$ cat src/design/bbr_pkg.sv
// ---------------------------------------------------------------------------
// Box blur package
// Types and fixed constants shared by the box blur modules.
// ---------------------------------------------------------------------------
package bbr_pkg;

    localparam int CH_W     = 8;
    localparam int PIX_W    = 3 * CH_W;
    localparam int WREG_W   = 12;
    localparam int SUM_W    = 12;
    localparam int DIV9_SHIFT = 15;
    localparam logic [SUM_W-1:0] DIV9_MUL = 12'd3641;
    localparam logic [CH_W-1:0]  ALPHA_VAL = 8'hFF;
    localparam logic [WREG_W-1:0] WIDTH_RESET = 12'd640;

    localparam int QDEPTH = 4;
    localparam int QPTR_W = 2;
    localparam int QCNT_W = 3;

    // One column of the tap window: [0] top, [1] middle, [2] bottom.
    typedef logic [2:0][PIX_W-1:0] bbr_col_t;

    // Classified item passed from the front end to the back end.
    typedef struct packed {
        logic [PIX_W-1:0] top;
        logic [PIX_W-1:0] mid;
        logic [PIX_W-1:0] pix;
        logic             first;
        logic             last;
        logic             drain;
        logic             emit_en;
    } bbr_entry_t;

    typedef enum logic {
        BK_SHIFT,
        BK_FLUSH
    } bbr_back_state_t;

endpackage

$ cat src/design/bbr_queue.sv
// ---------------------------------------------------------------------------
// Box blur queue
// Short FIFO of classified items between the front and back ends.
// ---------------------------------------------------------------------------
module bbr_queue (
    input  logic                       clk,
    input  logic                       rst_n,
    input  logic                       push,
    input  bbr_pkg::bbr_entry_t        push_entry,
    input  logic                       pop,
    output logic                       head_valid,
    output bbr_pkg::bbr_entry_t        head_entry,
    output logic [bbr_pkg::QCNT_W-1:0] free
);
    import bbr_pkg::*;

    bbr_entry_t        slot_reg [QDEPTH];
    logic [QPTR_W-1:0] wr_ptr_reg, rd_ptr_reg;
    logic [QCNT_W-1:0] count_reg, count_next;

    always_comb
    begin
        count_next = count_reg;
        if (push && !pop)
        begin
            count_next = count_reg + QCNT_W'(1);
        end
        else if (pop && !push)
        begin
            count_next = count_reg - QCNT_W'(1);
        end
    end

    always_ff @(posedge clk or negedge rst_n)
    begin
        if (!rst_n)
        begin
            wr_ptr_reg <= '0;
            rd_ptr_reg <= '0;
            count_reg  <= '0;
        end
        else
        begin
            if (push)
            begin
                wr_ptr_reg <= wr_ptr_reg + QPTR_W'(1);
            end
            if (pop)
            begin
                rd_ptr_reg <= rd_ptr_reg + QPTR_W'(1);
            end
            count_reg <= count_next;
        end
    end

    always_ff @(posedge clk)
    begin
        if (push)
        begin
            slot_reg[wr_ptr_reg] <= push_entry;
        end
    end

    assign head_valid = (count_reg != '0);
    assign head_entry = slot_reg[rd_ptr_reg];
    assign free       = QCNT_W'(QDEPTH) - count_reg;
endmodule

$ cat config.mk
export PLATFORM = sky130hd
export DESIGN_NAME = bbr_queue
export DESIGN_NICKNAME = d
export VERILOG_FILES = /design/src/design/bbr_pkg.sv /design/src/design/bbr_queue.sv
export SDC_FILE = /design/constraint.sdc
export NUM_CORES = 1
export LEC_CHECK = 0
export ABC_AREA = 1
export BUFFER_PORTS_ARGS = -buffer_cell sky130_fd_sc_hd__buf_2
export CAP_MARGIN = 20
export CORE_MARGIN = 5
export CORE_UTILIZATION = 50
export DETAILED_ROUTE_END_ITERATION = 8
export PLACE_DENSITY = 0.69
export SYNTH_ARGS = -nofsm -noshare
export SYNTH_HDL_FRONTEND = slang
export SYNTH_SLANG_ARGS = --single-unit
export TNS_END_PERCENT = 5
$ cat constraint.sdc
create_clock -name clk -period 3.45 [get_ports clk]
set_input_delay 0.345 -clock clk [delete_from_list [all_inputs] [get_ports clk]]
set_output_delay 0.345 -clock clk [all_outputs]
set_load 0.02 [all_outputs]
Yosys cells after proc, flatten, opt, wreduce, memory -nomap -nowiden

Memories as Yosys holds them, arrays and structs flattened.
Cells that the tools add are included.

Register bits after elaboration: 7
Memory bits (writable): 304
Output and inout bits: 80
Word-level logic and storage cells: 19
Memories: 1

Add/sub/neg operators: 5
Muxes and demuxes: 4
Reduce and logical (&&, ||, !) cells: 6

Memories:

| memory   | words | width | read ports | clocked after Yosys merged registers in | wr ports | line            | source |
|---|---|---|---|---|---|---|---|
| slot_reg | 4     | 76    | 1          | 0                                       | 1        | bbr_queue.sv:17 | `bbr_entry_t slot_reg [QDEPTH];` |

Operator list:

| kind                                                               | count |
|---|---|
| 3-bit 2-to-1 mux                                                   | 2 |
| 2-bit by 1-bit adder with 2-bit output, second input constant      | 2 |
| 3-bit by 1-bit adder with 3-bit output, second input constant      | 1 |
| 3-bit nonzero test                                                 | 1 |
| 3-bit by 1-bit subtractor with 3-bit output, second input constant | 1 |
| 3-bit subtractor, first input constant                             | 1 |
| 1-bit logical AND                                                  | 2 |
| 1-bit logical NOT                                                  | 2 |
| 1-bit 2-to-1 mux                                                   | 2 |
| 2-bit nonzero test                                                 | 1 |

Longest topological paths before layout

Gate-level depths: netlist of run 1.

Word-level depth: 4
Mapped depth: 9
Mapped depth without buffers: 9

Worst setup path after synthesis of run 1

Ideal clock, no wire load.

Path kind: register to register
Start point: register wr_ptr_reg[0]
End point: memory slot_reg[2][0] (netlist bit) (enable)
Setup time: 0.430 ns
Arrival: 2.154 ns
Data required time: 3.020 ns
Setup slack: 0.866 ns
Stages on the path, launching flop included: 5
Path buffers: 0
Period minus slack after synthesis: 2.584 ns
Cells stage by stage: dfrtp_1 > inv_1 > ha_1 > nand2_1 > inv_1

RTL lines:

| what                     | line            | source |
|---|---|---|
| start: declaration       | bbr_queue.sv:18 | `logic [QPTR_W-1:0] wr_ptr_reg, rd_ptr_reg;` |
| start signal: assignment | bbr_queue.sv:46 | `wr_ptr_reg <= wr_ptr_reg + QPTR_W'(1);` |
| end: declaration         | bbr_queue.sv:17 |  |

No word-level cell before the write port.

==> summary.md, run 1 <==
| Metric | Value |
|---|---|
| Die area | `around 28000 um^2` |
| Mapped Area | `12500 um^2` |
| Hold slack | `48.8 ps` |
| Maxcap violations | `0` |
| Dpl cell area | `13500 um^2` |
| Type of origin of the critical path | `register` |
| FP Rows | `57` |
| Clock sink count | `311` |
| Hold path depth | `1` |
| Sequential cell area | `between 9000 and 10000 um^2` |
| HPWL after DPL | `13900 um` |
| Syn nets | `1027` |
| Cell Pwr Density | `913 nW/um^2` |
| Worst-path cell chain | `buf_4 > o211ai_1 > nand2_1 > buf_2` |
| Worst Hold Launch | `push_entry[60]` |
| Vias/cell | `about 5.0` |
| Ys Warns | `0` |
| Status | `complete, no violations` |
| Drt total wl | `23800 um` |
| Layout fillers | `1858` |
| Arrival @ worst endpoint | `2180 ps` |
| Worst skew pair latency | `510 ps` |
| CTS-repair resized insts | `0` |
| RSZ-0062 raised after global routing | `false` |
| Cell area after layout | `14600 um^2` |
| Synth area leaders | `edfxtp_1, o211ai_1, nand2_1, inv_1, dfrtp_1` |
| VDD IR-drop max | `roughly 610 uV` |
| Multi-input gate area | `~2200 um^2` |
| Die H | `168 um` |
| R2r startpoint | `wr_ptr_reg[0]` |
| Number of flops mapped to enable cells by yosys | `just over 300` |
| Tcrit/Tclk final | `approximately three quarters` |
| Hold Path Class | `in -> reg` |
| Most common cell in the netlist | `edfxtp_1` |
| Drt wl/cell | `16.4 um` |
| Synth top cells by count | `edfxtp_1, nand2_1, inv_1` |
| CP Max Fanout | `76` |
| Layout cell share with drive strength beyond 1 | `19.8%` |
| Layout Skew | `22.1 ps` |
| Area growth syn-to-layout | `17.0%` |
| Largest net degree at the start of global routing | `approximately 150` |
| Worst EP required | `around 3100 ps` |
| Top cell type's share of synthesized area | `73.0%` |
| Mapped Avg Cell Area | `13.3 um^2` |
| Cts bufs inserted | `34` |
| Initial Util | `roughly 51%` |
| CP Capture Type | `output pin` |
| Fmax | `just under 0.4 GHz` |
| Gpl congestion | `0.704` |
| Vias in the first global route | `between 7000 and 8000` |
| Core ar. | `24500 um^2` |
| Slew Limit Headroom | `36.8%` |
| Leakage | `roughly 5.9 nW` |
| Nets | `1182` |
| Fin. Hold Viols | `0` |
| Total Power | `13.4 mW` |
| Max reg flops | `304` |
| CTS Hold Bufs | `1` |
| CTS Buffer Depth | `3` |
| DRC | `0` |
| Final ANT Viol Nets | `0` |
| First-pass GRT wire length | `37500 um` |
| Iter 0 DRT Violations | `468` |
| Initial antenna violation count | `2` |
| Port buffer count | `about 160` |
| Setup bufs post-CTS | `0` |
| R2R cell count | `5` |
| Vias | `about 7200` |
| Layout Cells excl Fill | `1445` |
| Cell count after synthesis | `939` |
| Router iterations before antenna repair | `5` |
| Critical path type | `reg -> out` |
| Clk slew on worst S/H paths | `60 ps` |
| Min Tclk post-route | `2530 ps` |
| Ys flop type | `edfxtp_1` |
| Leading area contributor after synthesis | `edfxtp_1` |
| Root Driver | `clkbuf_16` |
| GRT Util Overall | `roughly 17%` |
| Yosys cell types | `17` |
| Slew @ Worst Pin | `947 ps` |
| TritonCTS clock tree | `built` |
| # H-tree levels | `2` |
| Die W | `around 170 um` |
| Grt ovf | `0` |
| Register-to-register setup slack | `1220 ps` |
| Final Setup Violations | `0` |
| FF+latch count, synth | `311` |
| FFs w/ async S/R, synth | `2.25%` |
| RR Endpoint | `slot_reg[2][9]` |
| Max-slew violation count | `0` |
| Critical Path Max Stage Delay | `740 ps` |
| Setup TNS | `0 ps` |
| Hold endpoint | `slot_reg[3][60]` |
| Cells after DPL | `1381` |
| Slowest cell on the critical path | `buf_4` |
| Boundary Pins | `160` |
| Sequential share of the synthesized area | `roughly three quarters` |
[worst max path at each step]
stage | from | end | slack [ps]
after floorplan | wr_ptr_reg[0] | slot_reg[2][0] | 870
after detailed placement | wr_ptr_reg[0] | slot_reg[2][8] | 1190
after CTS | rd_ptr_reg[1] | head_entry[2] | 900
final | rd_ptr_reg[1] | head_entry[2] | 920
after global placement | wr_ptr_reg[0] | slot_reg[2][19] | 1210
after global routing | rd_ptr_reg[1] | head_entry[2] | 780
[cells by family (layout without fill, tap and decap cells)]
group	Yosys count	in the layout	synth area share (%)
DFF	311	311	74.4
and+or+nand+nor	241	241	7.27
buffers and inverters	221	401	7.95
AOI/OAI and AO/OA	154	154	9.21
adders and majority gates	8	8	0.861
xor gates and xnor gates	4	4	0.280
other	0	2	0
[final cells by class]
type,instances,share of cell area (%)
diodes,2,0.0342
flip-flops and latches,311,63.6
multi-input cells,407,15.1
clock buffers,44,6.22
well taps,324,2.77
repair buffers,172,6.55
clock inverters,17,1.40
inverters,168,4.34
[power by group]
part | switching (mW) | internal, mW
clock | 1.37 | 2.17
combinational | 3.30 | 1.39
sequential | 0.175 | 4.95
[metrics by stage]
step / worst slack (ps) / utilization [%]
after floorplan: 866 / -
after global placement: 1210 / 55.2
after detailed placement: 1190 / 55.2
after CTS: 900 / 59.8
after global routing: 779 / 59.8
final: 921 / 59.8
[cell usage in the layout (no fill, tap or decap), types with 3 or more instances in the layout]
| cell | Yosys | final |
|---|---|---|
| edfxtp_1 | 304 | 304 |
| clkinv_2 | 0 | 5 |
| clkinv_1 | 0 | 8 |
| ha_1 | 7 | 7 |
| buf_2 | 26 | 159 |
| dfrtp_1 | 7 | 5 |
| o211ai_1 | 152 | 152 |
| bufinv_16 | 0 | 4 |
| nand2_1 | 239 | 239 |
| clkbuf_16 | 0 | 35 |
| xor2_1 | 3 | 3 |
| clkbuf_1 | 4 | 9 |
| buf_4 | 11 | 7 |
| buf_12 | 0 | 5 |
| inv_1 | 167 | 163 |
[critical path: cells and delay by family (launching register included)]
family                 cells  cell delay [ps]
AOI/OAI and AO/OA          1              190
DFF                        1              360
and+or+nand+nor            1              200
buffers and inverters      2              930
[metal layers]
layer  vias to the layer above  share of wire, %  GRT usage, %
li1                       3572                 -             -
met1                      3369                42          22.4
met2                       222                49          27.8
met3                        35               7.6          4.03
met4                         4               1.4          3.92
met5                         -             0.080             0
Power figures use the tool's default switching activity.
==> run 2, diff against run 1 <==
ABC_AREA = 0   (was 1)
PLACE_DENSITY = 0.73   (was 0.69)
clock period = 2.2 ns   (was 3.45 ns; I/O delays follow)
==> summary.md, run 2 <==
| Metric | Value |
|---|---|
| DRC | `0 (unchanged)` |
| Core Util, Final | `66.1% (+6.3 points)` |
| Grt ovf | `0 (unchanged)` |
| Worst Path Buf+Inv | `3 (+1)` |
| Cell family with most CP delay | `multiplexers` |
| Sequential share of the synthesized area | `81.5% (+7.1 points)` |
| Gpl congestion | `0.684 (-2.8%)` |
| Initial antenna violation count | `0 (-2)` |
| Layout Cells excl Fill | `1029 (-29%)` |
| Hold Path Class | `in -> async` |
| Worst-path cell chain | `buf_6 > buf_12 > mux4_2 > buf_6` |
| Max reg flops | `304 (unchanged)` |
| Port buffer count | `159 (unchanged)` |
| GRT Util Overall | `17.6% (+0.93 points)` |
| Worst skew pair latency | `540 ps (+30 ps)` |
| Drt total wl | `23100 um (-2.7%)` |
| Hold slack | `44.9 ps (-3.88 ps)` |
| Syn nets | `526 (-49%)` |
| FF+latch count, synth | `311 (unchanged)` |
| Mapped Area | `11400 um^2 (-8.7%)` |
| RSZ-0062 raised after global routing | `true` |
| Layout cell share with drive strength beyond 1 | `43.0% (+23 points)` |
| Leading area contributor after synthesis | `edfxtp_1` |
| Ys flop type | `edfxtp_1` |
| Iter 0 DRT Violations | `386 (-18%)` |
| Cell Pwr Density | `1370 nW/um^2 (+50%)` |
| Initial Util | `50.5% (-0.55 points)` |
| FFs w/ async S/R, synth | `2.25% (unchanged)` |
| Slew Limit Headroom | `72.4% (+36 points)` |
| Nets | `809 (-32%)` |
| FP Rows | `55 (-3.5%)` |
| Cts bufs inserted | `31 (-8.8%)` |
| CTS Buffer Depth | `3 (unchanged)` |
| Most used cell, CP | `buf_6` |
| VDD IR-drop max | `645 uV (+6.1%)` |
| Arrival @ worst endpoint | `2040 ps (-140 ps)` |
| Core ar. | `22600 um^2 (-7.7%)` |
| Router iterations before antenna repair | `6 (+1)` |
| Leakage | `5.24 nW (-11%)` |
| Vias | `5458 (-24%)` |
| Slew @ Worst Pin | `414 ps (-534 ps)` |
| TritonCTS clock tree | `built` |
| Critical Path Max Stage Delay | `550 ps (-190 ps)` |
| Boundary Pins | `160 (unchanged)` |
| Commonest non-fill, non-tap cell in the layout | `edfxtp_1` |
| Layout fillers | `1453 (-22%)` |
| Mapped Avg Cell Area | `26.0 um^2 (+96%)` |
| Synth top cells by count | `edfxtp_1, mux4_2, inv_1` |
| Maxcap violations | `0 (unchanged)` |
| Ys Warns | `0 (unchanged)` |
| HPWL after DPL | `13400 um (-3.4%)` |
| Max-slew violation count | `0 (unchanged)` |
| Largest net degree at the start of global routing | `33 (-78%)` |
| Number of flops mapped to enable cells by yosys | `304 (unchanged)` |
| Slowest cell on the critical path | `mux4_2` |
| CP Capture Type | `output pin` |
| Setup TNS | `-2320 ps (-2320 ps)` |
| Final Setup Violations | `74 (+74)` |
| Type of origin of the critical path | `register` |
| Die W | `161 um (-4.2%)` |
| Cells after DPL | `881 (-36%)` |
| Top cell type's share of synthesized area | `80.0% (+7.0 points)` |
| Die area | `25900 um^2 (-8.2%)` |
| Root Driver | `clkbuf_16` |
| Synth area leaders | `edfxtp_1, mux4_2, dfrtp_1, ha_1, buf_12` |
| Final setup margin | `-61.1 ps (-982 ps)` |
| Vias/cell | `5.30 (+6.4%)` |
| Clk slew on worst S/H paths | `70 ps (about the same)` |
| Ant. Diodes | `0 (-2)` |
| Area growth syn-to-layout | `30.7%` |
| Place WS | `400 ps (-787 ps)` |
| Clock sink count | `311 (unchanged)` |
| Dpl cell area | `12700 um^2 (-5.8%)` |
| Status | `complete, but fails checks` |
| CP Max Fanout | `9 (-88%)` |
| Drt wl/cell | `22.5 um (+37%)` |
| Yosys cell types | `19 (+2)` |
| Fmax | `0.442 GHz` |
| Min Tclk post-route | `2260 ps` |
| Most frequent cells in the layout | `edfxtp_1, buf_2, dlygate4sd3_1, mux4_2, clkbuf_16` |
| Critical path type | `reg -> out` |
| Die H | `161 um (-4.2%)` |
| Cell area after layout | `14900 um^2 (+1.9%)` |
| Layout Skew | `15.5 ps (-6.63 ps)` |
| Failing checks | `setup timing` |
| Most common cell in the netlist | `edfxtp_1` |
| # H-tree levels | `1 (-1)` |
| Tcrit/Tclk final | `103%` |
| Final ANT Viol Nets | `0 (unchanged)` |
| Total Power | `20.4 mW (+53%)` |
| Worst EP required | `1980 ps (-1130 ps)` |
| Cell count after synthesis | `438 (-53%)` |
| First-pass GRT wire length | `35200 um (-6.2%)` |
| Vias in the first global route | `6097 (-14%)` |
| Fin. Hold Viols | `0 (unchanged)` |
## run 2: changes by cell type in the layout (fill, tap and decap cells not counted), moves of 8 or more
cell / before / now
inv_1: 163 / 9
o211ai_1: 152 / 0
dlygate4sd3_1: 1 / 79
buf_6: 0 / 31
nand2_1: 239 / 2
buf_12: 5 / 13
buf_2: 159 / 130
mux4_2: 0 / 76
## run 2: logic make-up (layout without fill, tap and decap cells)
group	count (synthesis)	after routing	share of synthesized area, %
DFF	311	311	81.5
muxes	77	77	15.1
buffers and inverters	28	334	1.59
adders and majority gates	8	8	0.943
and+or+nand+nor	7	7	0.318
xor gates and xnor gates	6	6	0.461
AOI/OAI and AO/OA	1	1	0.0438
## run 2: final cells by class
type                    count  area [um^2]  share of cell area [%]
clock buffers              35          791                    5.30
multi-input cells          99         1930                    13.0
clock inverters            21          154                    1.03
inverters                   9         33.8                   0.227
repair buffers            269         2330                    15.6
flip-flops and latches    311         9310                    62.4
well taps                 285          357                    2.39
## run 2: metal layers
layer	share of wire [%]	up-vias	wire length (um)	global-route usage [%]
met3	5.8	25	1350	3.19
met1	39	2827	9080	22.4
met4	1.4	0	333	3.76
met2	53	171	12400	31.9
li1	-	2435	-	-
met5	0	-	0	0
## run 2: what timing repair did
| item | CTS | global route |
|---|---|---|
| cloned | 4 | 2 |
| gates resized for setup | 34 | 32 |
| endpoints found under the hold margin | 315 | 0 |
| hold buffers | 79 | 0 |
| setup buffers | 7 | 0 |
| endpoints found under the setup margin | 70 | 75 |
## run 2: power breakdown
group | internal (mW) | total, mW | leakage (nW) | switching, mW
Combinational | 3.58 | 7.43 | 1.92 | 3.85
Clock | 2.71 | 4.86 | 0.452 | 2.14
Sequential | 7.75 | 8.13 | 2.87 | 0.374
Total | 14.0 | 20.4 | 5.24 | 6.37
## run 2: path summary, 6_finish.rpt
kind / from / endpoint / slack [ps] / depth (start not counted)
setup / recovery: rd_ptr_reg[0] / head_entry[37] / -60 / 4
hold / removal: rst_n / wr_ptr_reg[0] / 40 / 2
setup reg to reg: wr_ptr_reg[1] / slot_reg[1][5] / 510 / 4
hold reg to reg: wr_ptr_reg[0] / wr_ptr_reg[0] / 530 / 1
max in group asynchronous: rst_n / rd_ptr_reg[0] / 1960 / 2
min in group clk: push_entry[69] / slot_reg[2][69] / 420 / 2
==> run 3, diff against run 2 <==
CORE_UTILIZATION = 51   (was 50)
MAX_ROUTING_LAYER = met4   (was unset)
PLACE_DENSITY = 0.74   (was 0.73)
==> summary.md, run 3 (synthesis gave the netlist of run 2 again) <==
| Metric | Value |
|---|---|
| Iter 0 DRT Violations | `311 (-19%)` |
| TritonCTS clock tree | `built` |
| Worst EP required | `1980 ps (about the same)` |
| Router iterations before antenna repair | `4 (-2)` |
| Grt ovf | `0 (unchanged)` |
| Arrival @ worst endpoint | `1980 ps (-60 ps)` |
| RSZ-0062 raised after global routing | `true` |
| Drt total wl | `22300 um (-3.5%)` |
| Hold path depth | `2` |
| FP Rows | `54 (-1.8%)` |
| Final ANT Viol Nets | `0 (unchanged)` |
| Vias/cell | `5.34 (+0.72%)` |
| R2R cell count | `4 (unchanged)` |
| Nets | `808 (-0.12%)` |
| Die H | `160 um (-0.93%)` |
| Fmax | `0.454 GHz (+2.6%)` |
| Multi-input gate area | `1930 um^2 (unchanged)` |
| Die area | `25500 um^2 (-1.8%)` |
| Slew Limit Headroom | `68.5% (-3.9 points)` |
| Critical path type | `reg -> out` |
| Hold Path Class | `in -> reg` |
| Clock sink count | `311 (unchanged)` |
| Initial Util | `52.0% (+1.4 points)` |
| CTS Buffer Depth | `3 (unchanged)` |
| Hold endpoint | `wr_ptr_reg[1]` |
| Vias | `5476 (+0.33%)` |
| Max reg flops | `304 (unchanged)` |
| Clk slew on worst S/H paths | `60 ps (about the same)` |
| Worst skew pair latency | `500 ps (-40 ps)` |
| Tcrit/Tclk final | `100% (-2.6 points)` |
| GRT Util Overall | `17.7% (+0.081 points)` |
| Final Setup Violations | `6 (-92%)` |
| Core ar. | `22000 um^2 (-2.7%)` |
| Layout fillers | `1400 (-3.6%)` |
| Cts bufs inserted | `34 (+9.7%)` |
| Core Util, Final | `67.2% (+1.1 points)` |
| Place WS | `456 ps (+56.1 ps)` |
| Maxcap violations | `0 (unchanged)` |
| Gpl congestion | `0.738 (+7.9%)` |
| Failing checks | `setup timing` |
| # H-tree levels | `2 (+1)` |
| RR Endpoint | `slot_reg[2][47]` |
| Leakage | `5.21 nW (-0.70%)` |
| Die W | `160 um (-0.93%)` |
| Max-slew violation count | `0 (unchanged)` |
| Worst Hold Launch | `push` |
| Port buffer count | `159 (unchanged)` |
| Layout cell share with drive strength beyond 1 | `42.5% (-0.54 points)` |
| Largest net degree at the start of global routing | `77 (+130%)` |
| Slew @ Worst Pin | `472 ps (+58.6 ps)` |
| Register-to-register setup slack | `610 ps (+100 ps)` |
| Layout Skew | `19.1 ps (+3.62 ps)` |
| CP Capture Type | `output pin` |
| Status | `complete, but fails checks` |
| CP Max Fanout | `8 (-1)` |
| Most frequent cells in the layout | `edfxtp_1, buf_2, dlygate4sd3_1, mux4_2, clkbuf_16` |
| Boundary Pins | `160 (unchanged)` |
| Cell Pwr Density | `1360 nW/um^2 (-0.42%)` |
| DRC | `0 (unchanged)` |
| Vias in the first global route | `6232 (+2.2%)` |
| First-pass GRT wire length | `34000 um (-3.4%)` |
| Drt wl/cell | `21.8 um (-3.1%)` |
| Setup TNS | `-10.3 ps (+2310 ps)` |
| Root Driver | `clkbuf_16` |
| Min Tclk post-route | `2200 ps (-57.3 ps)` |
| R2r startpoint | `wr_ptr_reg[0]` |
| Total Power | `20.1 mW (-1.5%)` |
| Final setup margin | `-3.81 ps (+57.3 ps)` |
| Area growth syn-to-layout | `29.3%` |
| Sequential cell area | `9310 um^2 (unchanged)` |
| VDD IR-drop max | `928 uV (+44%)` |
| Initial antenna violation count | `1 (+1)` |
| Commonest non-fill, non-tap cell in the layout | `edfxtp_1` |
| Fin. Hold Viols | `0 (unchanged)` |
| Type of origin of the critical path | `register` |
| HPWL after DPL | `12200 um (-9.4%)` |
## run 3: changes by cell type in the layout (fill, tap and decap cells not counted), moves of 4 or more
cell | before | now
clkinvlp_4 | 5 | 0
buf_2 | 130 | 144
buf_16 | 6 | 2
buf_6 | 31 | 16
clkbuf_1 | 4 | 9
clkbuf_16 | 33 | 38
## run 3: through the flow
| step | instances | cell area [um^2] | hold WS, ps |
|---|---|---|---|
| final | 1025 | 14800 | 23.2 |
| after global routing | 1025 | 14800 | 25.2 |
| after CTS | 1008 | 14500 | 4.05 |
| after detailed placement | 870 | 12600 | 67.8 |
| after global placement | 870 | 12600 | 57.5 |
| after floorplan | 438 | 11400 | -75.6 |
## run 3: cell type report
type	instances	share of cell area [%]
Antenna cell	1	0.0170
Clock buffer	43	5.99
Clock inverter	17	0.687
Inverter	9	0.229
Multi-Input combinational cell	99	13.1
Sequential cell	311	63.1
Tap cell	280	2.37
Timing Repair Buffer	265	14.5
## run 3: where the power goes
part	switching, mW	internal [mW]
combinational	3.77	3.25
clock	2.13	2.87
sequential	0.338	7.76
total	6.24	13.9
## run 3: worst max-delay path by stage
| stage | from | end | slack, ps | cells past startpoint |
|---|---|---|---|---|
| after CTS | rd_ptr_reg[0] | head_entry[67] | -70 | 3 |
| after global routing | rd_ptr_reg[0] | head_entry[35] | -70 | 4 |
| final | rd_ptr_reg[0] | head_entry[71] | -4 | 4 |
| after floorplan | wr_ptr_reg[0] | slot_reg[2][0] | -640 | 3 |
| after global placement | rd_ptr_reg[0] | head_entry[23] | 460 | 3 |
| after detailed placement | rd_ptr_reg[0] | head_entry[26] | 460 | 3 |
## run 3: timing repair
item / in CTS / in global routing
setup buffers: 0 / 10
hold endpoints to repair: 313 / 0
hold buffers: 78 / 0
gates cloned: 0 / 6
endpoints found under the setup margin: 73 / 76
resized for setup: 12 / 26
## run 3: worst max-delay path, stage by stage, from the launching register on
cell       delay (ps)
dfrtp_4           470
buf_12            150
clkbuf_16         180
mux4_2            520
buf_6             150
## run 3: per-layer routing
layer | vias up | track usage [%] | wire, um
met4 | 0 | 5.48 | 545
met1 | 2819 | 21.1 | 8660
met3 | 43 | 3.49 | 1150
met5 | - | - | 0
met2 | 173 | 30.7 | 12000
li1 | 2441 | - | -
