File: src/design/bbr_pkg.sv
// ---------------------------------------------------------------------------
// Box blur package
// Types and fixed constants shared by the box blur modules.
// ---------------------------------------------------------------------------
package bbr_pkg;

    localparam int CH_W     = 8;
    localparam int PIX_W    = 3 * CH_W;
    localparam int WREG_W   = 12;
    localparam int SUM_W    = 12;
    localparam int DIV9_SHIFT = 15;
    localparam logic [SUM_W-1:0] DIV9_MUL = 12'd3641;
    localparam logic [CH_W-1:0]  ALPHA_VAL = 8'hFF;
    localparam logic [WREG_W-1:0] WIDTH_RESET = 12'd640;

    localparam int QDEPTH = 4;
    localparam int QPTR_W = 2;
    localparam int QCNT_W = 3;

    // One column of the tap window: [0] top, [1] middle, [2] bottom.
    typedef logic [2:0][PIX_W-1:0] bbr_col_t;

    // Classified item passed from the front end to the back end.
    typedef struct packed {
        logic [PIX_W-1:0] top;
        logic [PIX_W-1:0] mid;
        logic [PIX_W-1:0] pix;
        logic             first;
        logic             last;
        logic             drain;
        logic             emit_en;
    } bbr_entry_t;

    typedef enum logic {
        BK_SHIFT,
        BK_FLUSH
    } bbr_back_state_t;

endpackage

File: src/design/bbr_ifs.sv


interface bbr_out_if;
    import bbr_pkg::*;

    logic            valid;
    logic            ready;
    logic [CH_W-1:0] blue_out;
    logic [CH_W-1:0] green_out;
    logic [CH_W-1:0] red_out;
    logic [CH_W-1:0] alpha_out;
    logic            row_end;
    logic            frame_end;

    modport source (output valid, output blue_out, output green_out, output red_out,
                    output alpha_out, output row_end, output frame_end, input ready);
    modport sink (input valid, input blue_out, input green_out, input red_out,
                  input alpha_out, input row_end, input frame_end, output ready);
endinterface


File: src/design/bbr_back.sv
// ---------------------------------------------------------------------------
// Box blur back end
// Shifts the tap window, sums nine taps, divides by nine, holds the result.
// ---------------------------------------------------------------------------
module bbr_back (
    input  logic                clk,
    input  logic                rst_n,
    input  logic                head_valid,
    input  bbr_pkg::bbr_entry_t head_entry,
    output logic                pop,
    bbr_out_if.source           result
);
    import bbr_pkg::*;

    bbr_back_state_t state_reg, state_next;
    logic            pend_drain_reg;

    bbr_col_t        win_reg [3];
    bbr_col_t        win_next [3];
    logic            w_valid_reg, w_row_end_reg, w_frame_end_reg;

    logic [SUM_W-1:0] sum_reg [3];
    logic             s_valid_reg, s_row_end_reg, s_frame_end_reg;

    logic [CH_W-1:0]  q_reg [3];
    logic             o_valid_reg, o_row_end_reg, o_frame_end_reg;

    logic             adv, s_ready, o_ready;
    logic             step, clear, emit, tok_row_end, tok_frame_end;
    bbr_col_t         new_col;
    logic [SUM_W-1:0] col_sum [3][3];
    logic [SUM_W-1:0] sum_comb [3];
    logic [2*SUM_W-1:0] prod [3];

    assign o_ready = !o_valid_reg || result.ready;
    assign s_ready = !s_valid_reg || o_ready;
    assign adv     = !w_valid_reg || s_ready;

    // Next state: a row's last item needs one more zero column shifted in.
    always_comb
    begin
        state_next = state_reg;
        case (state_reg)
            BK_SHIFT:
            begin
                if (adv && head_valid && head_entry.last && head_entry.emit_en)
                begin
                    state_next = BK_FLUSH;
                end
            end
            BK_FLUSH:
            begin
                if (adv)
                begin
                    state_next = BK_SHIFT;
                end
            end
            default:
            begin
                state_next = BK_SHIFT;
            end
        endcase
    end

    // Outputs of the sequencer.
    always_comb
    begin
        pop           = 1'b0;
        step          = 1'b0;
        clear         = 1'b0;
        emit          = 1'b0;
        tok_row_end   = 1'b0;
        tok_frame_end = 1'b0;
        new_col       = '0;
        case (state_reg)
            BK_SHIFT:
            begin
                pop     = adv && head_valid;
                step    = pop;
                clear   = head_entry.first;
                emit    = head_entry.emit_en && !head_entry.first;
                new_col = {head_entry.pix, head_entry.mid, head_entry.top};
            end
            BK_FLUSH:
            begin
                step          = adv;
                emit          = 1'b1;
                tok_row_end   = 1'b1;
                tok_frame_end = pend_drain_reg;
            end
            default:
            begin
                pop = 1'b0;
            end
        endcase
    end

    always_comb
    begin
        win_next = win_reg;
        if (step)
        begin
            if (clear)
            begin
                win_next[0] = '0;
                win_next[1] = '0;
            end
            else
            begin
                win_next[0] = win_reg[1];
                win_next[1] = win_reg[2];
            end
            win_next[2] = new_col;
        end
    end

    // Column sums first, then the three columns.
    always_comb
    begin
        for (int ch = 0; ch < 3; ch++)
        begin
            for (int c = 0; c < 3; c++)
            begin
                col_sum[ch][c] = SUM_W'(win_reg[c][0][ch*CH_W +: CH_W])
                               + SUM_W'(win_reg[c][1][ch*CH_W +: CH_W])
                               + SUM_W'(win_reg[c][2][ch*CH_W +: CH_W]);
            end
            sum_comb[ch] = col_sum[ch][0] + col_sum[ch][1] + col_sum[ch][2];
        end
    end

    // Divide by nine: multiply by the reciprocal and drop the low bits.
    always_comb
    begin
        for (int ch = 0; ch < 3; ch++)
        begin
            prod[ch] = (2*SUM_W)'(sum_reg[ch]) * (2*SUM_W)'(DIV9_MUL);
        end
    end

    always_ff @(posedge clk or negedge rst_n)
    begin
        if (!rst_n)
        begin
            state_reg   <= BK_SHIFT;
            w_valid_reg <= 1'b0;
            s_valid_reg <= 1'b0;
            o_valid_reg <= 1'b0;
        end
        else
        begin
            state_reg <= state_next;
            if (adv)
            begin
                w_valid_reg <= step && emit;
            end
            if (s_ready)
            begin
                s_valid_reg <= w_valid_reg;
            end
            if (o_ready)
            begin
                o_valid_reg <= s_valid_reg;
            end
        end
    end

    always_ff @(posedge clk)
    begin
        win_reg <= win_next;
        if (pop)
        begin
            pend_drain_reg <= head_entry.drain;
        end
        if (adv)
        begin
            w_row_end_reg   <= tok_row_end;
            w_frame_end_reg <= tok_frame_end;
        end
        if (s_ready)
        begin
            sum_reg         <= sum_comb;
            s_row_end_reg   <= w_row_end_reg;
            s_frame_end_reg <= w_frame_end_reg;
        end
        if (o_ready)
        begin
            for (int ch = 0; ch < 3; ch++)
            begin
                q_reg[ch] <= prod[ch][DIV9_SHIFT +: CH_W];
            end
            o_row_end_reg   <= s_row_end_reg;
            o_frame_end_reg <= s_frame_end_reg;
        end
    end

    assign result.valid     = o_valid_reg;
    assign result.blue_out  = q_reg[0];
    assign result.green_out = q_reg[1];
    assign result.red_out   = q_reg[2];
    assign result.alpha_out = ALPHA_VAL;
    assign result.row_end   = o_row_end_reg;
    assign result.frame_end = o_frame_end_reg;
endmodule

File: src/flat_wrapper.sv
// flat-port wrapper written by rule: the top's interface ports become plain ports
module bbr_back_flat import bbr_pkg::*;
  (clk, rst_n, head_valid, head_entry, pop, result_valid, result_blue_out, result_green_out, result_red_out, result_alpha_out, result_row_end, result_frame_end, result_ready);
  bbr_out_if result_i ();
  input  logic clk;
  input  logic rst_n;
  input  logic head_valid;
  input  bbr_pkg::bbr_entry_t head_entry;
  output logic pop;
  output wire logic [$bits(result_i.valid)-1:0] result_valid;
  output wire logic [$bits(result_i.blue_out)-1:0] result_blue_out;
  output wire logic [$bits(result_i.green_out)-1:0] result_green_out;
  output wire logic [$bits(result_i.red_out)-1:0] result_red_out;
  output wire logic [$bits(result_i.alpha_out)-1:0] result_alpha_out;
  output wire logic [$bits(result_i.row_end)-1:0] result_row_end;
  output wire logic [$bits(result_i.frame_end)-1:0] result_frame_end;
  input wire logic [$bits(result_i.ready)-1:0] result_ready;
  assign result_valid = result_i.valid;
  assign result_blue_out = result_i.blue_out;
  assign result_green_out = result_i.green_out;
  assign result_red_out = result_i.red_out;
  assign result_alpha_out = result_i.alpha_out;
  assign result_row_end = result_i.row_end;
  assign result_frame_end = result_i.frame_end;
  assign result_i.ready = result_ready;
  bbr_back u_core (.clk(clk), .rst_n(rst_n), .head_valid(head_valid), .head_entry(head_entry), .pop(pop), .result(result_i));
endmodule
File: config.mk
export PLATFORM = sky130hd
export DESIGN_NAME = bbr_back_flat
export DESIGN_NICKNAME = d
export VERILOG_FILES = /design/src/design/bbr_pkg.sv /design/src/design/bbr_ifs.sv /design/src/design/bbr_back.sv /design/src/flat_wrapper.sv
export SDC_FILE = /design/constraint.sdc
export NUM_CORES = 1
export LEC_CHECK = 0
export BUFFER_PORTS_ARGS = -buffer_cell sky130_fd_sc_hd__buf_4
export CAP_MARGIN = 20
export CORE_AREA = 10 10 201 203
export DETAILED_ROUTE_END_ITERATION = 8
export DIE_AREA = 0 0 211 213
export GPL_ROUTABILITY_DRIVEN = 0
export PLACE_DENSITY = 0.81
export SYNTH_ARGS = -nofsm -noshare
export SYNTH_HDL_FRONTEND = slang
export SYNTH_SLANG_ARGS = --single-unit
File: constraint.sdc
create_clock -name clk -period 8.9 [get_ports clk]
set_input_delay 1.78 -clock clk [delete_from_list [all_inputs] [get_ports clk]]
set_output_delay 1.78 -clock clk [all_outputs]
set_load 0.02 [all_outputs]
Word-level counts from Yosys, hierarchy flattened
Memory sizes are Yosys's and may differ from the RTL's. Index checks and enable logic that the tools add are counted.

Add/sub/neg operators: 24. Reduce and logical (&&, ||, !) cells: 12. Multipliers: 3. Muxes and demuxes: 10. Bitwise operators: 1.

Operator list (number): adder 12 x 8 -> 12 bit (9); adder 8 x 8 -> 9 bit (9); adder 12 bit (6); multiplier 12 x 12 -> 23 bit, second input constant (3); 2-to-1 mux 1 bit (7); case mux 1 bit (2 select lines) (3); logical AND 1 bit (5); logical NOT 1 bit (4); logical OR 1 bit (3); NOT 1 bit (1).

Memory bits (writable): 24. Bits of input ports: 80. Word-level logic and storage cells: 74. Register bits: 263. Memories: 1.

Memory list: u_core.q_reg (words 3, bits a word 8, read ports 3, clocked after memory_dff 0, wr ports 3, line bbr_back.sv:25) `logic [CH_W-1:0] q_reg [3];`.

Logic depth before layout (Yosys ltp)
Gate-level depths: netlist of the first run.

Word-level depth: 9. Mapped depth: 20. Gate-level depth less buffers: 20.

Worst setup path before layout of the first run
Ideal clock, no wire load.

Kind: input -> register. Start: in result_ready. End: reg u_core.win_reg[0] (netlist name) (enable). Library setup time: 596 ps. Stages on the path: 3. Setup slack: 1458 ps. Data required time: 8304 ps. Arrival time: 6846 ps. Path through: nor2b_1 nand3_1 o21a_1.

Longest elaborated chain between the ends: 5.

RTL lines: from (decl) (line flat_wrapper.sv:17) `input wire logic [$bits(result_i.ready)-1:0] result_ready;`; logical OR 1 bit * (line bbr_back.sv:35) `assign o_ready = !o_valid_reg || result.ready;`; logical OR 1 bit * (line bbr_back.sv:36) `assign s_ready = !s_valid_reg || o_ready;`; logical OR 1 bit * (line bbr_back.sv:37) `assign adv = !w_valid_reg || s_ready;`; named net u_core.adv (line bbr_back.sv:28) `logic adv, s_ready, o_ready;`; logical AND 1 bit (line bbr_back.sv:78) `pop = adv && head_valid;`; case mux 1 bit (2 select lines) * (line bbr_back.sv:75) `case (state_reg)`; named net u_core.step (line bbr_back.sv:29) `logic step, clear, emit, tok_row_end, tok_frame_end;`; to (signal assigned) (line bbr_back.sv:170) `win_reg <= win_next;`; to (decl) (line bbr_back.sv:18) `bbr_col_t win_reg [3];`.

Mark *: on every way through the listed nets, which the timed path passes. The rest lies on a longest branch. A chain may end at the register's enable or synchronous reset.

==> results of run 1 <==
-- routing by layer --
layer	up-vias	GRT usage	wire (um)
met5	-	0	0
met4	0	0.0667	1300
met3	83	0.0264	1460
met2	246	0.338	21000
met1	6613	0.228	17300
li1	6541	-	-
-- stage by stage --
step,worst slack (ps),hold slack [ps],util,instance area (um^2),std cells
2_1_floorplan,1460,400,-,22500,1923
3_3_place_gp,4120,415,0.657,23800,2470
3_5_place_dp,3960,423,0.657,23800,2470
4_1_cts,3900,438,0.685,24800,2526
5_1_grt,3550,443,0.686,24900,2527
6_report,3900,435,0.686,24900,2527
-- cell type report --
class                   count  area (um^2)  area share
repair buffers            112          873      0.0351
multi-input cells        1217        12300       0.496
inverters                 387         1450      0.0584
clock inverters            14          149     0.00599
flip-flops and latches    287         8600       0.346
well taps                 468          586      0.0235
clock buffers              42          867      0.0349
-- worst max-delay path, stage by stage, from the launching register on --
cell,delay (ps)
edfxtp_1,340
ha_1,170
inv_1,60
fa_1,410
nor2b_1,130
o21ai_0,130
a21boi_0,270
nor2_1,120
fa_1,550
inv_1,60
fa_1,500
fa_1,560
inv_1,50
ha_1,330
nor2b_1,150
o21ai_0,230
a21boi_0,170
o21ai_0,250
a21oi_1,120
xor2_1,160
-- cells in the final DEF (no fill, tap or decap), types with 6 or more instances in the layout --
cell type	count
nor2_1	56
a211oi_1	8
and3_1	6
and2_1	146
a21o_1	43
edfxtp_1	283
nand2b_1	13
fa_1	198
a31oi_1	6
xor2_1	24
xnor2_1	76
nand4_1	10
nand2_1	29
buf_4	110
nor3_1	20
nor2b_1	95
conb_1	8
o41ai_1	11
clkbuf_16	31
ha_1	300
o21a_1	13
a21boi_0	13
clkbuf_1	6
clkinv_2	8
inv_1	387
o21ai_0	35
a21oi_1	53
-- worst max-delay path by stage --
stage                          endpoint
floorplan             u_core.win_reg[0]
global placement    u_core.q_reg[0][21]
detailed placement  u_core.q_reg[0][13]
CTS                  u_core.sum_reg[10]
global route          u_core.sum_reg[8]
finish               u_core.sum_reg[10]
-- kinds of logic (layout without fill, tap and decap cells) --
logic type               Yosys count  in the layout  share of synthesized area
flip-flops                       287            287                      0.382
multiplexers                       1              1                   0.000445
AO/OA/AOI/OAI                    214            214                     0.0643
other                              1              8                   0.000167
adder cells (fa/ha/maj)          498            498                      0.343
XOR/XNOR                         100            100                     0.0389
buffers and inverters            419            555                     0.0712
AND/OR/NAND/NOR                  396            396                      0.100
==> results.py, run 1 <==
metrics = {
    "min_path": {
        "holdCritPathClass": "register to register",
        "hold_path_depth": 0,
        "hold_start": "u_core.s_row_end_reg",
        "hold_path_end": "u_core.result.row_end",
    },
    "sta": {
        "min_period_ps": 5000,
        "final.period_utilization": 0.561,
        "grt_setup_unrepaired": "no",
        "maxSlewViolCount": 0,
        "finalSetupViolations": 0,
        "finClkSkew_ps": 13.2,
        "hold_violations": 0,
        "tightest_slew_ps": 1160,
        "setup_tns_ps": 0,
        "relSlewSlack": 0.226,
        "fmax_ghz": 0.200,
    },
    "critical_path": {
        "critPathLaunchType": "register",
        "critical_path_class": "register to register",
        "required_ps": 9220,
        "r2r_cells": 19,
        "critPathCaptureType": "register",
        "cp-startpoint": "u_core.win_reg[40]",
        "reg2reg_from": "u_core.win_reg[40]",
        "arrival_ps": 5310,
        "timing.rr.end": "u_core.sum_reg[10]",
        "path_max_fanout": 3,
        "ff2ff_setup_slack_ps": 3900,
    },
    "clock_tree": {
        "post_cts_resized": 0,
        "clock_tree.root_cell": "clkbuf_16",
        "cts_setup_buffers": 0,
        "numCtsBuffers": 31,
        "clock-sinks": 287,
        "h-tree-depth": 1,
        "clk_path_buf_depth": 3,
        "insertion_delay_ps": 570,
        "cts_hold_buffers": 0,
        "cts.clk_slew.worst_paths_ps": 60,
        "cts_tree": "built",
    },
    "route": {
        "drt-initial-drc-count": 537,
        "viasPerCell": 5.34,
        "wire_per_inst_um": 16.3,
        "drt-pass1-iter-count": 5,
        "wirelength_um": 41100,
        "drtAntennaViolNets": 0,
        "num_vias": 13500,
        "drc": 0,
    },
    "yosys": {
        "synthTopCellsByCount": "inv_1, ha_1, edfxtp_1",
        "synth.top_cells.by_area": "edfxtp_1, fa_1, ha_1, inv_1, and2_1",
        "synthFlopType": "edfxtp_1",
        "synthCells": 1916,
        "synth_warnings": 0,
        "yosysSeqAreaShare": 0.382,
        "netlist-cell-type-count": 55,
        "synth_area_um2": 22500,
        "synth_top_area_share": 0.378,
        "synth.avg_cell_area_um2": 11.7,
        "synth_top_cell_by_area": "edfxtp_1",
        "ys_seq_elements": 287,
        "async_flop_share": 0.0139,
        "yosysMostFrequentCell": "inv_1",
        "synth-edff-count": 283,
    },
    "cells_and_area": {
        "drive_gt1_frac": 0.0874,
        "largest_reg_flops": 216,
        "fillers": 2622,
        "nets": 2614,
        "syn2layout_area_growth_pct": 10.5,
        "num_antenna_cells": 0,
    },
    "die": {
        "die_height_um": 213,
        "die-area_um2": 44900,
        "core_um2": 36300,
        "io-pin-count": 116,
        "rows": 70,
        "die_x_um": 211,
        "start_util": 0.621,
    },
    "global_route": {
        "overflow": 0,
        "grt_pass1_vias": 14800,
        "grt_pass1_wl_um": 69300,
        "grt_max_degree": 217,
        "grt_usage": 0.189,
        "grt_antenna_before_repair": 1,
    },
    "placement": {
        "numPortBuffers": 107,
        "hpwl_um": 32800,
    },
    "status": {
        "outcome": "finished clean",
    },
    "job": {
        "drv_cap": 0,
    },
}
Power of run 1 is not shown: default switching activity piles up to over one toggle a cycle in this logic, so the estimate is an artifact.
==> inputs of run 2 (changes only) <==
Clock period 8.9 ns to 5.2 ns, I/O delays scaled along.
==> run 2 against run 1 <==
Net effect: design area is 0.65% higher; worst hold slack worse by 130 ps; clock skew shrank 1.4 ps; flip-flop and latch count is the same; core utilization increased by 0.45 points; largest cell class unchanged; non-clock buffer count grew 3.
==> results.py, run 2 (synthesis gave the netlist of run 1 again) <==
metrics = {
    "sta": {
        "fmax_ghz": 0.202,
        "min_period_ps": 4960,
        "relSlewSlack": 0.484,
        "tightest_slew_ps": 775,
        "finClkSkew_ps": 11.7,
        "finalSetupViolations": 0,
        "maxSlewViolCount": 0,
        "final.period_utilization": 0.954,
        "holdWs_ps": 304,
        "hold_violations": 0,
    },
    "global_route": {
        "grt_antenna_before_repair": 1,
        "grt_pass1_wl_um": 69600,
        "grt_pass1_vias": 14700,
        "overflow": 0,
        "grt_usage": 0.191,
        "grt_max_degree": 129,
    },
    "route": {
        "drt-initial-drc-count": 633,
        "num_vias": 13600,
        "drc": 0,
        "drt-pass1-iter-count": 5,
        "drtAntennaViolNets": 0,
        "wire_per_inst_um": 16.6,
        "wirelength_um": 41900,
        "viasPerCell": 5.35,
    },
    "critical_path": {
        "critical_path_class": "register to register",
        "cp-startpoint": "u_core.sum_reg[9]",
        "critPathCaptureType": "register",
        "arrival_ps": 5220,
        "required_ps": 5460,
        "path_max_fanout": 5,
        "critPathLaunchType": "register",
        "reg2reg_from": "u_core.sum_reg[9]",
    },
    "clock_tree": {
        "insertion_delay_ps": 520,
        "cts_setup_buffers": 0,
        "clock_tree.root_cell": "clkbuf_16",
        "cts.clk_slew.worst_paths_ps": 60,
        "numCtsBuffers": 34,
        "cts_hold_buffers": 0,
        "clk_path_buf_depth": 3,
        "cts_tree": "built",
        "post_cts_resized": 0,
        "h-tree-depth": 2,
        "clock-sinks": 287,
    },
    "cells_and_area": {
        "mostFrequentLayoutCell": "inv_1",
        "final_cell_mix": "inv_1, ha_1, edfxtp_1",
        "drive_gt1_frac": 0.0877,
        "nets": 2620,
        "utilization": 0.691,
        "final_cells": 2533,
        "syn2layout_area_growth_pct": 11.3,
        "largest_reg_flops": 216,
    },
    "die": {
        "die_height_um": 213,
        "rows": 70,
        "io-pin-count": 116,
        "die_x_um": 211,
        "start_util": 0.621,
        "core_um2": 36300,
        "die-area_um2": 44900,
    },
    "status": {
        "outcome": "finished clean",
    },
    "placement": {
        "dp_cells": 2472,
        "numPortBuffers": 107,
        "hpwl_um": 33300,
    },
    "min_path": {
        "holdCritPathClass": "input port to asynchronous set/reset pin",
    },
    "job": {
        "drv_cap": 0,
    },
}
[run 2: final cells by class]
type / instances / area (um^2)
clock inverters: 15 / 228
inverters: 387 / 1450
repair buffers: 115 / 908
clock buffers: 43 / 906
well taps: 468 / 586
flip-flops and latches: 287 / 8600
fillers: 2623 / 11200
multi-input cells: 1217 / 12400
diodes: 1 / 2.50
[run 2: per-layer routing]
layer | wire (um) | track usage
met5 | 0 | 0
met4 | 1170 | 0.0612
met3 | 1860 | 0.0330
met2 | 21500 | 0.342
met1 | 17400 | 0.230
[run 2: worst max-delay path: stages (launching register included)]
cell and delay [ps]:
edfxtp_1 540, fa_1 480, ha_1 330, inv_1 70
fa_1 530, inv_1 60, fa_1 510, inv_1 60
fa_1 470, inv_1 40, ha_1 310, a21o_1 190
a21o_1 190, a311oi_2 330, nor2_1 130, a311oi_1 370
xnor2_1 100
[run 2: path summary, 6_finish.rpt]
check	slack, ps	end	cells past startpoint
min in group clk	430	u_core.result.row_end	0
max in group asynchronous	4790	u_core.state_reg	1
max	240	u_core.q_reg[0][21]	16
min	300	u_core.state_reg	1
min reg2reg	430	u_core.result.row_end	0
max reg2reg	240	u_core.q_reg[0][21]	16
[run 2: stage by stage]
step                      setup slack, ps  setup TNS (ps)  cell area [um^2]
after global placement                414               0             23800
after CTS                             236               0             25000
after global routing                -17.0           -17.0             25000
after floorplan                       604               0             22500
after detailed placement              251               0             23800
final                                 241               0             25000
Power of run 2 is left out for the same reason.
==> inputs of run 3 (changes only) <==
Settings changed: PLACE_DENSITY 0.81 to 0.85.
==> run 3 against run 2 <==
Net effect: critical path depth up 2; clock skew down 1.4 ps; worst setup slack better by 11 ps; sequential share of layout area up 0.20 points; via count up 0.69%; design area down 0.57%; flip-flop and latch count unchanged; non-clock buffer count unchanged; fmax up 0.21%; global-route usage about the same; final cell count down 0.12%; critical path type unchanged.
==> results.py, run 3 (synthesis gave the netlist of run 1 again) <==
metrics = {
    "clock_tree": {
        "cts_tree": "built",
        "clk_path_buf_depth": 3,
        "h-tree-depth": 1,
        "cts_setup_buffers": 0,
        "numCtsBuffers": 31,
        "clock-sinks": 287,
        "clock_tree.root_cell": "clkbuf_16",
        "cts.clk_slew.worst_paths_ps": 60,
        "insertion_delay_ps": 560,
        "post_cts_resized": 0,
        "cts_hold_buffers": 0,
    },
    "route": {
        "wire_per_inst_um": 16.6,
        "drc": 0,
        "drt-pass1-iter-count": 5,
        "viasPerCell": 5.40,
        "drt-initial-drc-count": 624,
        "num_vias": 13700,
        "wirelength_um": 41900,
        "drtAntennaViolNets": 0,
    },
    "die": {
        "start_util": 0.621,
        "core_um2": 36300,
        "die-area_um2": 44900,
        "die_x_um": 211,
        "die_height_um": 213,
        "io-pin-count": 116,
        "rows": 70,
    },
    "sta": {
        "maxSlewViolCount": 0,
        "tightest_slew_ps": 1040,
        "relSlewSlack": 0.307,
        "grt_setup_unrepaired": "no",
        "finClkSkew_ps": 10.4,
        "final.period_utilization": 0.952,
        "hold_violations": 0,
        "fmax_ghz": 0.202,
        "min_period_ps": 4950,
        "setup_tns_ps": 0,
        "finalSetupViolations": 0,
    },
    "status": {
        "outcome": "finished clean",
    },
    "cells_and_area": {
        "nets": 2617,
        "drive_gt1_frac": 0.0878,
        "mostFrequentLayoutCell": "inv_1",
        "syn2layout_area_growth_pct": 10.6,
        "num_antenna_cells": 0,
        "largest_reg_flops": 216,
        "final_cell_mix": "inv_1, ha_1, edfxtp_1",
    },
    "global_route": {
        "grt_max_degree": 145,
        "grt_pass1_vias": 14900,
        "overflow": 0,
        "grt_antenna_before_repair": 1,
        "grt_usage": 0.191,
        "grt_pass1_wl_um": 70300,
    },
    "placement": {
        "numPortBuffers": 107,
        "hpwl_um": 33700,
    },
    "min_path": {
        "holdCritPathClass": "input port to asynchronous set/reset pin",
    },
    "critical_path": {
        "path_max_fanout": 4,
        "arrival_ps": 5250,
        "critPathLaunchType": "register",
        "critPathCaptureType": "register",
        "required_ps": 5500,
        "critical_path_class": "register to register",
    },
    "job": {
        "drv_cap": 0,
    },
}
[run 3: cell types whose count changed in the layout (fill, tap and decap cells not counted), sizes merged]
cell / change
bufinv: -3
clkbuf: -3
clkinvlp: +3
diode: -1
clkinv: +1
[run 3: per-layer routing]
layer	vias to the layer above	GRT usage	part of all wire
li1	6553	-	-
met1	6767	0.232	0.42
met2	253	0.345	0.52
met3	81	0.0280	0.037
met4	2	0.0549	0.027
met5	-	0	0.00031
[run 3: critical path: stages (launching register included)]
cell and delay [ps]:
edfxtp_1 420, inv_1 90, fa_1 550, inv_1 50
ha_1 330, inv_1 70, fa_1 470, inv_1 50
fa_1 480, inv_1 50, fa_1 470, inv_1 40
ha_1 320, a21o_1 180, a21o_1 180, a311oi_2 370
nor2_1 130, a311oi_1 330, xnor2_1 100
[run 3: through the flow]
step / setup slack, ps / hold slack [ps] / area [um^2] / cells / utilization
final: 252 / 264 / 24900 / 2530 / 0.687
after global routing: 48.0 / 248 / 24900 / 2530 / 0.687
after CTS: 246 / 239 / 24900 / 2529 / 0.686
after detailed placement: 259 / 419 / 23900 / 2473 / 0.658
after global placement: 407 / 425 / 23900 / 2473 / 0.658
after floorplan: 604 / 400 / 22500 / 1923 / -
[run 3: final cells by class]
type,count,area (um^2)
multi-input cells,1217,12400
fillers,2596,11400
flip-flops and latches,287,8600
inverters,387,1450
repair buffers,115,896
clock buffers,40,840
well taps,468,586
clock inverters,16,165
[run 3: worst paths after layout]
check	cells after the start	end	slack, ps	from
worst max-delay path	18	u_core.q_reg[0][21]	250	u_core.sum_reg[1]
worst min-delay path	1	u_core.result.valid	260	rst_n
worst max register to register	18	u_core.q_reg[0][21]	250	u_core.sum_reg[1]
worst min register to register	0	u_core.result.row_end	430	u_core.s_row_end_reg
max in group asynchronous	1	u_core.state_reg	4820	rst_n
min in group clk	0	u_core.result.row_end	430	u_core.s_row_end_reg
Power of run 3 is left out for the same reason.
